===== config.mk =====
export PLATFORM = sky130hd
export DESIGN_NAME = lfu_replacement_policy
export DESIGN_NICKNAME = d
export VERILOG_FILES = /design/src/lfu_pkg.sv /design/src/lfu_replacement_policy.sv
export SDC_FILE = /design/constraint.sdc
export NUM_CORES = 2
export LEC_CHECK = 0
export ABC_AREA = 1
export BUFFER_PORTS_ARGS = -buffer_cell sky130_fd_sc_hd__buf_2
export CAP_MARGIN = 40
export CORE_ASPECT_RATIO = 2
export CORE_MARGIN = 2
export CORE_UTILIZATION = 55
export CTS_CLUSTER_DIAMETER = 100
export DETAILED_ROUTE_END_ITERATION = 8
export PLACE_DENSITY = 0.74
export SYNTH_ARGS = -nofsm -noshare
export SYNTH_HDL_FRONTEND = slang
export SYNTH_SLANG_ARGS = --single-unit

===== constraint.sdc =====
create_clock -name clk_i -period 5.66 [get_ports clk_i]
set_clock_uncertainty 0.1 [all_clocks]
set_input_delay 0 -clock clk_i [delete_from_list [all_inputs] [get_ports clk_i]]
set_output_delay 0 -clock clk_i [all_outputs]
set_load 0.03 [all_outputs]

===== src/lfu_pkg.sv =====
package lfu_pkg;

  localparam int unsigned KEY_W     = 32;
  localparam int unsigned STAMP_W   = 32;
  localparam int unsigned CAP_W     = 5;
  localparam int unsigned OUT_CNT_W = 16;
  localparam int unsigned PADDR_W   = 3;
  localparam int unsigned PDATA_W   = 32;

  localparam logic [CAP_W-1:0] CAP_RESET = 5'd16;

  // word index of the registers (paddr[2])
  localparam logic REG_CAPACITY = 1'b0;

endpackage


===== src/lfu_replacement_policy.sv =====
// LFU replacement policy for a small fully associative key store.
// Input channel: in_valid_i / in_stall_o carry one key reference word
// (ref_key_i). A word is taken when in_valid_i is high and in_stall_o low.
// Output channel: out_valid_o / out_stall_i carry one result word per
// reference: hit, stored, evicted, evicted_key, use_count_now.
// Config: APB-style port, capacity register at byte address 0, pready
// always high; write only while no reference is in flight.
// Timing: every reference scans all MAX_ENTRIES entries through the single
// read port of the entry RAM, one entry a cycle, then writes back one entry.
// The result register is loaded in ST_UPDATE after the scan and a drain
// step, and the next word is taken once the block is back in ST_IDLE. With
// capacity zero the scan is skipped and ST_UPDATE loads an all-zero result.
// Output is a register: a new reference is taken while a result is still
// stalled; the write-back then waits until the output register frees up.
// Reset: valid bits, occupancy, stamp clock and handshake state clear at
// once; capacity goes to 16. The RAM contents are not cleared.
module lfu_replacement_policy
  import lfu_pkg::*;
#(
  parameter int unsigned MAX_ENTRIES = 16,
  parameter int unsigned COUNT_BITS  = 16
) (
  input  logic                 clk_i,
  input  logic                 rst_ni,
  // reference input
  input  logic                 in_valid_i,
  output logic                 in_stall_o,
  input  logic [KEY_W-1:0]     ref_key_i,
  // result output
  output logic                 out_valid_o,
  input  logic                 out_stall_i,
  output logic                 hit_o,
  output logic                 stored_o,
  output logic                 evicted_o,
  output logic [KEY_W-1:0]     evicted_key_o,
  output logic [OUT_CNT_W-1:0] use_count_now_o,
  // config port
  input  logic                 psel,
  input  logic                 penable,
  input  logic                 pwrite,
  input  logic [PADDR_W-1:0]   paddr,
  input  logic [PDATA_W-1:0]   pwdata,
  output logic [PDATA_W-1:0]   prdata,
  output logic                 pready
);

  localparam int unsigned AW = (MAX_ENTRIES > 1) ? $clog2(MAX_ENTRIES) : 1;
  localparam int unsigned OW = $clog2(MAX_ENTRIES + 1);
  localparam int unsigned CW = (OW > CAP_W) ? OW : CAP_W;
  localparam logic [AW-1:0]         LastIdx  = AW'(MAX_ENTRIES - 1);
  localparam logic [CW-1:0]         MaxCap   = CW'(MAX_ENTRIES);
  localparam logic [COUNT_BITS-1:0] CountOne = COUNT_BITS'(1);
  localparam logic [COUNT_BITS-1:0] CountMax = '1;

  typedef enum logic [1:0] {
    ST_IDLE,
    ST_SCAN,
    ST_DRAIN,
    ST_UPDATE
  } state_e;

  // ---------------------------------------------------------------
  // Config register
  // ---------------------------------------------------------------
  logic [CAP_W-1:0] capacity_q;
  logic             cfg_wr;

  assign pready = 1'b1;
  assign cfg_wr = psel & penable & pwrite;

  always_ff @(posedge clk_i or negedge rst_ni) begin
    if (!rst_ni) begin
      capacity_q <= CAP_RESET;
    end else if (cfg_wr && (paddr[2] == REG_CAPACITY)) begin
      capacity_q <= pwdata[CAP_W-1:0];
    end
  end

  assign prdata = (paddr[2] == REG_CAPACITY) ? PDATA_W'(capacity_q) : '0;

  // effective capacity: clamp to the store size
  logic [CW-1:0] cap_ext, cap_eff;
  assign cap_ext = CW'(capacity_q);
  assign cap_eff = (cap_ext > MaxCap) ? MaxCap : cap_ext;

  // ---------------------------------------------------------------
  // Entry RAM: one read port (scan), one write port (write-back)
  // ---------------------------------------------------------------
  logic [KEY_W-1:0]      key_mem   [MAX_ENTRIES];
  logic [COUNT_BITS-1:0] count_mem [MAX_ENTRIES];
  logic [STAMP_W-1:0]    stamp_mem [MAX_ENTRIES];

  logic                  mem_we;
  logic [AW-1:0]         mem_waddr;
  logic [COUNT_BITS-1:0] mem_wcount;
  logic [KEY_W-1:0]      rd_key_q;
  logic [COUNT_BITS-1:0] rd_cnt_q;
  logic [STAMP_W-1:0]    rd_stamp_q;
  logic [AW-1:0]         idx_q;
  logic [KEY_W-1:0]      key_q;
  logic [STAMP_W-1:0]    stamp_q;

  always_ff @(posedge clk_i) begin
    if (mem_we) begin
      key_mem[mem_waddr]   <= key_q;
      count_mem[mem_waddr] <= mem_wcount;
      stamp_mem[mem_waddr] <= stamp_q;
    end
    rd_key_q   <= key_mem[idx_q];
    rd_cnt_q   <= count_mem[idx_q];
    rd_stamp_q <= stamp_mem[idx_q];
  end

  // ---------------------------------------------------------------
  // Sequencer and scan unit
  // ---------------------------------------------------------------
  state_e                state_q;
  logic [OW-1:0]         occ_q;
  logic [MAX_ENTRIES-1:0] valid_q;
  logic                  dis_q;      // capacity was zero at accept
  logic                  cmp_vld_q;  // rd_*_q holds entry cmp_idx_q
  logic [AW-1:0]         cmp_idx_q;

  logic                  hit_fnd_q;
  logic [AW-1:0]         hit_idx_q;
  logic [COUNT_BITS-1:0] hit_cnt_q;
  logic                  vic_fnd_q;
  logic [AW-1:0]         vic_idx_q;
  logic [COUNT_BITS-1:0] vic_cnt_q;
  logic [STAMP_W-1:0]    vic_stamp_q;
  logic [KEY_W-1:0]      vic_key_q;
  logic                  free_fnd_q;
  logic [AW-1:0]         free_idx_q;

  logic                  out_valid_q, hit_q, stored_q, evicted_q;
  logic [KEY_W-1:0]      evicted_key_q;
  logic [OUT_CNT_W-1:0]  use_cnt_q;

  // compare stage
  logic                  ent_vld, ent_hit, ent_lt;
  assign ent_vld = cmp_vld_q & valid_q[cmp_idx_q];
  assign ent_hit = ent_vld & (rd_key_q == key_q);
  // lower count wins, equal count: older stamp wins
  assign ent_lt  = {rd_cnt_q, rd_stamp_q} < {vic_cnt_q, vic_stamp_q};

  // write-back decision
  logic                  accept, out_free, do_update, full;
  logic [COUNT_BITS-1:0] hit_cnt_inc;
  logic [AW-1:0]         slot;

  assign accept      = in_valid_i & ~in_stall_o;
  assign in_stall_o  = (state_q != ST_IDLE);
  assign out_free    = ~out_valid_q | ~out_stall_i;
  assign do_update   = (state_q == ST_UPDATE) & out_free;
  assign full        = (CW'(occ_q) >= cap_eff);
  assign hit_cnt_inc = (hit_cnt_q == CountMax) ? hit_cnt_q : hit_cnt_q + CountOne;
  // a miss that finds the store full reuses the victim slot
  assign slot        = hit_fnd_q ? hit_idx_q : (full ? vic_idx_q : free_idx_q);

  assign mem_we     = do_update & ~dis_q;
  assign mem_waddr  = slot;
  assign mem_wcount = hit_fnd_q ? hit_cnt_inc : CountOne;

  always_ff @(posedge clk_i or negedge rst_ni) begin
    if (!rst_ni) begin
      state_q       <= ST_IDLE;
      key_q         <= '0;
      stamp_q       <= '0;
      occ_q         <= '0;
      valid_q       <= '0;
      dis_q         <= 1'b0;
      idx_q         <= '0;
      cmp_vld_q     <= 1'b0;
      cmp_idx_q     <= '0;
      hit_fnd_q     <= 1'b0;
      hit_idx_q     <= '0;
      hit_cnt_q     <= '0;
      vic_fnd_q     <= 1'b0;
      vic_idx_q     <= '0;
      vic_cnt_q     <= '0;
      vic_stamp_q   <= '0;
      vic_key_q     <= '0;
      free_fnd_q    <= 1'b0;
      free_idx_q    <= '0;
      out_valid_q   <= 1'b0;
      hit_q         <= 1'b0;
      stored_q      <= 1'b0;
      evicted_q     <= 1'b0;
      evicted_key_q <= '0;
      use_cnt_q     <= '0;
    end else begin
      // taken result drops, unless a new one replaces it at this edge
      if (out_valid_q && !out_stall_i && !do_update) begin
        out_valid_q <= 1'b0;
      end

      // compare stage runs behind the read port
      cmp_vld_q <= (state_q == ST_SCAN);
      cmp_idx_q <= idx_q;
      if (ent_hit && !hit_fnd_q) begin
        hit_fnd_q <= 1'b1;
        hit_idx_q <= cmp_idx_q;
        hit_cnt_q <= rd_cnt_q;
      end
      if (ent_vld && (!vic_fnd_q || ent_lt)) begin
        vic_fnd_q   <= 1'b1;
        vic_idx_q   <= cmp_idx_q;
        vic_cnt_q   <= rd_cnt_q;
        vic_stamp_q <= rd_stamp_q;
        vic_key_q   <= rd_key_q;
      end
      if (cmp_vld_q && !valid_q[cmp_idx_q] && !free_fnd_q) begin
        free_fnd_q <= 1'b1;
        free_idx_q <= cmp_idx_q;
      end

      case (state_q)
        ST_IDLE: begin
          if (accept) begin
            key_q      <= ref_key_i;
            dis_q      <= (cap_eff == '0);
            idx_q      <= '0;
            hit_fnd_q  <= 1'b0;
            vic_fnd_q  <= 1'b0;
            free_fnd_q <= 1'b0;
            state_q    <= (cap_eff == '0) ? ST_UPDATE : ST_SCAN;
          end
        end
        ST_SCAN: begin
          if (idx_q == LastIdx) begin
            state_q <= ST_DRAIN;
          end else begin
            idx_q <= idx_q + AW'(1);
          end
        end
        ST_DRAIN: begin
          state_q <= ST_UPDATE;
        end
        ST_UPDATE: begin
          if (out_free) begin
            out_valid_q <= 1'b1;
            state_q     <= ST_IDLE;
            if (dis_q) begin
              hit_q         <= 1'b0;
              stored_q      <= 1'b0;
              evicted_q     <= 1'b0;
              evicted_key_q <= '0;
              use_cnt_q     <= '0;
            end else begin
              stamp_q <= stamp_q + STAMP_W'(1);
              if (hit_fnd_q) begin
                hit_q         <= 1'b1;
                stored_q      <= 1'b0;
                evicted_q     <= 1'b0;
                evicted_key_q <= '0;
                use_cnt_q     <= OUT_CNT_W'(hit_cnt_inc);
              end else begin
                hit_q         <= 1'b0;
                stored_q      <= 1'b1;
                evicted_q     <= full;
                evicted_key_q <= full ? vic_key_q : '0;
                use_cnt_q     <= OUT_CNT_W'(CountOne);
                valid_q[slot] <= 1'b1;
                if (!full) begin
                  occ_q <= occ_q + OW'(1);
                end
              end
            end
          end
        end
        default: begin
          state_q <= ST_IDLE;
        end
      endcase
    end
  end

  assign out_valid_o     = out_valid_q;
  assign hit_o           = hit_q;
  assign stored_o        = stored_q;
  assign evicted_o       = evicted_q;
  assign evicted_key_o   = evicted_key_q;
  assign use_count_now_o = use_cnt_q;

endmodule


# After elaboration in Yosys (flattened, before gate mapping)
# Memories as Yosys holds them, arrays and structs flattened. A register that Yosys moved wholly into a read port is not among the register bits.
# Cells that the tools add are included.
# totals
output_inout_bits	86
n_memories	3
reg_bits	265
ram_bits	1280
wordCells	133
in_bits	74
# memory_table
memory	depth	word_bits	read_ports	rd_clocked_by_memory_dff	write_ports	line_no	text
key_mem	16	32	1	1	1	lfu_replacement_policy.sv:89	logic [KEY_W-1:0] key_mem [MAX_ENTRIES];
stamp_mem	16	32	1	1	1	lfu_replacement_policy.sv:91	logic [STAMP_W-1:0] stamp_mem [MAX_ENTRIES];
count_mem	16	16	1	1	1	lfu_replacement_policy.sv:90	logic [COUNT_BITS-1:0] count_mem [MAX_ENTRIES];
# classes
reduce_logical	26
n_eq_ne	10
addsub	4
bitwise	16
magnitude_cmp	6
muxes	42
# ops
op	n
2-to-1 mux 32 bit	3
less-than comparator 48 bit	1
2-to-1 mux 16 bit	3
adder 32 x 1 -> 32 bit, second input constant	1
equality test 32 bit	1
2-to-1 mux 1 bit	22
adder 16 x 1 -> 16 bit, second input constant	1
equality test 16 bit, second input constant	1
2-to-1 mux 4 bit	4
bitwise OR 16 bit	1
less-than comparator 4 x 5 -> 1 bit, second input constant	2
2-to-1 mux 5 bit	2
AND reduction 3 bit	3
logical AND 1 bit	8
2-to-1 mux 2 bit	4
one-hot mux 2 bit (4 select lines)	1
one-hot mux 4 bit (2 select lines)	1
bitwise AND 1 bit	7
inverter 1 bit	7
zero test 1 bit	6
inequality test 2 bit, second input constant	3
adder 5 x 1 -> 5 bit, second input constant	1
>= comparator 5 bit	1
greater-than comparator 5 bit, second input constant	1
other kinds (16)	19

# Logic depth before layout (Yosys ltp)
# logic_depth
depth_word	10
depth_mapped	18

# Worst setup path after synthesis
# OpenSTA, ideal clock, no wires.
# synth_path
path_kind	reg-to-reg
start	register capacity_q[4] (netlist: cap_ext[4])
end	memory count_mem[4][0] (enable)
t_arrival_ns	5.290
path_stages_with_launch	14
period_less_slack_ns	5.908
path_slack_ns	-0.248
n_path_buf	0
path_cell_list	dfstp_2 > inv_1 > nand2_1 > ha_1 > a21o_1 > a21oi_4 > nand2_2 > nand2_1 > nand3_1 > nand2_1 > inv_1 > nor2_2 > nand2_1 > nor2_1
# synth_between
elab_chain_len	5
# synth_lines
element	line_no	text
start, declared	lfu_replacement_policy.sv:65	logic [CAP_W-1:0] capacity_q;
start signal, assigned	lfu_replacement_policy.sv:75	capacity_q <= pwdata[CAP_W-1:0];
greater-than comparator 5 bit	lfu_replacement_policy.sv:84	assign cap_eff = (cap_ext > MaxCap) ? MaxCap : cap_ext;
2-to-1 mux 5 bit (*)	lfu_replacement_policy.sv:84	
>= comparator 5 bit (*)	lfu_replacement_policy.sv:155	assign full = (CW'(occ_q) >= cap_eff);
2-to-1 mux 4 bit (*) (2 in series)	lfu_replacement_policy.sv:158	assign slot = hit_fnd_q ? hit_idx_q : (full ? vic_idx_q : free_idx_q);
end, declared	lfu_replacement_policy.sv:90	
# Every way passes the cells marked *; elsewhere a longest branch is shown, timed or not.

# Worst setup path in the final report
# layout_path
start	register capacity_q[4] (netlist: cap_ext[4])
end	memory key_mem[11][27] (enable)
# layout_between
elab_chain_len	5
# layout_lines
element	line_no
greater-than comparator 5 bit	lfu_replacement_policy.sv:84
2-to-1 mux 5 bit (*)	lfu_replacement_policy.sv:84
>= comparator 5 bit (*)	lfu_replacement_policy.sv:155
2-to-1 mux 4 bit (*) (2 in series)	lfu_replacement_policy.sv:158
end, declared	lfu_replacement_policy.sv:89
# Marks and branches as above.

==> results.ini <==
[finish]
areaGrowthSynthToFinish_pct=13.55
antenna_cells=0
fill_cells=8238
fin_nets=5492
drive_above_1_share_pct=8.817
final_area_um2=72670
finalNonFillerCells=6999

[route]
routed_wirelength_mm=166.4
num_vias=42900
drt_iter0_drc=4942
via_per_inst=6.129
drc=0
wl_per_cell_um=23.77
dr.pass1.iters=6
antenna_left=0

[sta]
rsz0062_at_grt=false
finalSetupTns_ns=0
layout_min_cycle_time_ns=3.986
max_freq_mhz=250.9
worst_pin_slew_ns=1.223
slew-limit-headroom_pct=18.46
post-route-period-util_pct=70.43
setup_viol=0
hold_violations=0
drv_slew=0
setup_slack_ns=1.674

[grt]
grt.overflow.total=0
grtUsageTotal_pct=27.76
grt_max_degree=235
grt_pass1_vias=41910
antenna_found_initial=4
grt_pass1_wl_mm=248.9

[yosys]
ys_types=58
synth_edf_count=1280
yosys.area.top_type_share_pct=60.06
syn_inst=5179
netlist_area_um2=64000
synth_seq_cells=1625
ys.flop_type=edfxtp_1
yosys.area.top_type=edfxtp_1
async_reset_ff_share_pct=16.31
yosysWarnings=0
ys_seq_area_share_pct=72.93
synthTopCellsByArea=edfxtp_1, dfrtp_1, nand2_1
synth.avg_cell_area_um2=12.36

[worst_setup_path]
critPathTopFamily=simple AND/OR/NAND/NOR gates
cp.required_ns=5.97
r2r_slack_ns=1.67
worstSetupStartpoint=cap_ext[4]
path_max_fanout=22
start_kind=flop
slowest_stage=nor2_4
crit_buf_inv=4
crit_cells=14
cp_cell_sequence=inv_1, nand2_1, ha_1, a21o_1, a21oi_4, nand3_1, inv_2, nand2_1, nand3_1, inv_1, nor2_2, nand2_1, nor2_4, buf_4
reg2regPathDepth=14
crit_path_frequent_cell=nand2_1
worst_ep_arrival_time_ns=4.30
cp-endpoint=key_mem[11][27]
worst-setup-path-type=flop to flop
cp_slowest_stage_delay_ns=0.59
reg2reg_to=key_mem[11][27]
r2r-start=cap_ext[4]
crit_path_end_kind=flop

[clocking]
cts_root_buf=clkbuf_16
post-cts-setup-buffer-count=0
clockBufferDepth=3
clock_latency_ns=0.78
h-tree-depth=4
cts_tree=built
clock_sinks=1625
numCtsBuffers=142
clk_pin_slew_ns=0.07

[worst_hold_path]
hold_path_class=primary input to flop
hold_depth=6

[floorplan]
core-area_um2=115800
num_rows=177
num_io_pins=160
die_area_um2=119300
die_x_um=245.2
initial_utilization_pct=55.25
die_y_um=486.4

[place]
hpwl_mm=83.93
place_ws_ns=1.682
placed_area_um2=66280
numPortBuffers=102
routabilityCongestion=0.8436
dp_cells=6579

[pwr]
finalPower_mw=35.10
vdd_ir_drop_max_mv=0.5219
powerDensity_nw_per_um2=483.0
power.share.switching_pct=34.23
power.switching_mw=12.01
cellInternalPower_mw=23.08
power_frac_comb_pct=25.9
power.leakage_nw=27.05
seqPwrFrac_pct=45.6
pwr-share-clk_pct=28.5

[job]
max-cap-violations=0

[run_status]
outcome=complete, no violations

-- worst register-to-register path: stages, from the launching register on --
cell,delay (ns)
dfstp_2,0.53
inv_1,0.10
nand2_1,0.09
ha_1,0.24
a21o_1,0.21
a21oi_4,0.16
nand3_1,0.13
inv_2,0.11
nand2_1,0.05
nand3_1,0.16
inv_1,0.08
nor2_2,0.34
nand2_1,0.16
nor2_4,0.59
buf_4,0.56
-- power groups by stage --
stage / logic (mW) / clock network (mW) / registers, mW
floorplan: 5.87 / 0 / 15.8
global placement: 8.19 / 0 / 16.1
detailed placement: 8.59 / 0 / 16.2
CTS: 8.95 / 10.1 / 16.0
global route: 9.92 / 10.5 / 16.2
finish: 9.10 / 10.0 / 16.0
-- per-layer routing --
| metal | global-route usage, % | wire length, µm | vias to the layer above |
|---|---|---|---|
| met3 | 4.450 | 15190 | 463 |
| met5 | 0 | 30 | - |
| li1 | - | - | 18810 |
| met1 | 36.01 | 62340 | 21210 |
| met2 | 46.83 | 82230 | 2416 |
| met4 | 11.04 | 6587 | 4 |
-- cell families (layout without fill, tap and decap cells) --
logic type | after synthesis | count (layout) | synth area share, %
XOR/XNOR | 71 | 71 | 0.9717
adder cells (fa/ha/maj) | 60 | 60 | 1.173
multiplexers | 2 | 2 | 0.03324
AO/OA/AOI/OAI | 940 | 940 | 8.591
other | 2 | 28 | 0.01173
buffers and inverters | 517 | 790 | 3.535
AND/OR/NAND/NOR | 1962 | 1962 | 12.76
flip-flops | 1625 | 1625 | 72.93
-- flip-flops by register name, indices dropped and copies added (netlist names), 32 cells and up --
name / cells
key_q: 32
count_mem: 256
key_mem: 512
vic_stamp_q: 32
stamp_q: 32
rd_key_q: 32
stamp_mem: 512
vic_key_q: 32
rd_stamp_q: 32
evicted_key_o: 32
-- synthesized netlist by cell type (2+ instances only) --
cell type / number
a22o_1: 4
clkbuf_1: 184
xor2_1: 39
o22ai_1: 86
a221oi_1: 85
o21ai_1: 84
buf_1: 15
nand3_1: 312
o21a_1: 3
buf_4: 33
nand3_2: 2
edfxtp_1: 1280
nand2_2: 6
o221ai_1: 75
a21oi_1: 199
nand2_1: 1087
nand4_1: 91
nor2_1: 412
clkinv_1: 2
o211ai_2: 3
buf_6: 9
dfxtp_1: 80
inv_1: 176
conb_1: 2
nor2_2: 13
nor2_4: 2
nor3_1: 18
nand3b_1: 5
inv_2: 7
a21o_1: 2
xnor2_1: 32
o21ai_0: 390
dfrtp_1: 264
or2_2: 3
buf_2: 89
ha_1: 60
nor4_1: 4
-- area by class of cell --
cell class                      count  area (µm²)  area share (%)
Clock buffer                      187        3924           5.399
Multi-Input combinational cell   3063       15300           21.06
Inverter                          186       719.4          0.9900
Tap cell                         1521        1903           2.619
Sequential cell                  1625       46690           64.24
Timing Repair Buffer              340        3238           4.456
Clock inverter                     77       895.9           1.233
-- through the flow --
stage / hold WS, ns / utilization [%]
final: 0.1524 / 62.74
after global routing: 0.1747 / 62.74
after CTS: 0.1077 / 62.72
after detailed placement: -0.1241 / 57.22
after global placement: -0.1272 / 56.94
after floorplan: -0.3956 / -
-- how the worst min path moves through the flow --
stage / startpoint / to / slack [ns]
global placement: rst_ni / cap_ext[1] / -0.13
global route: in_valid_i / idx_q[1] / 0.17
floorplan: rst_ni / cap_ext[0] / -0.40
CTS: in_valid_i / idx_q[1] / 0.11
finish: in_valid_i / idx_q[1] / 0.15
detailed placement: rst_ni / cap_ext[1] / -0.12
-- cell usage in the layout, fill, tap and decap left out, types with 8 or more instances in the layout --
master	n
a221oi_1	85
nor2_4	19
buf_16	9
nor2_2	13
a21oi_1	199
inv_6	8
o221ai_1	75
dfxtp_1	80
clkinv_1	17
ha_1	60
dlygate4sd3_1	152
clkbuf_8	18
edfxtp_1	1280
o21ai_0	390
buf_4	47
clkbuf_16	143
xnor2_1	32
nor3_1	18
inv_1	174
dfrtp_1	260
bufinv_16	16
nand3_1	312
o21ai_1	84
clkinv_2	27
nor2_1	395
buf_12	29
buf_2	101
nand2_1	1085
o22ai_1	86
clkbuf_1	26
nand4_1	91
conb_1	28
xor2_1	39
-- what timing repair did --
action,4_1_cts,5_1_grt
hold buffers,153,0
resized for setup,0,0
endpoints found under the hold margin,388,0
Power figures use the tool's default switching activity.
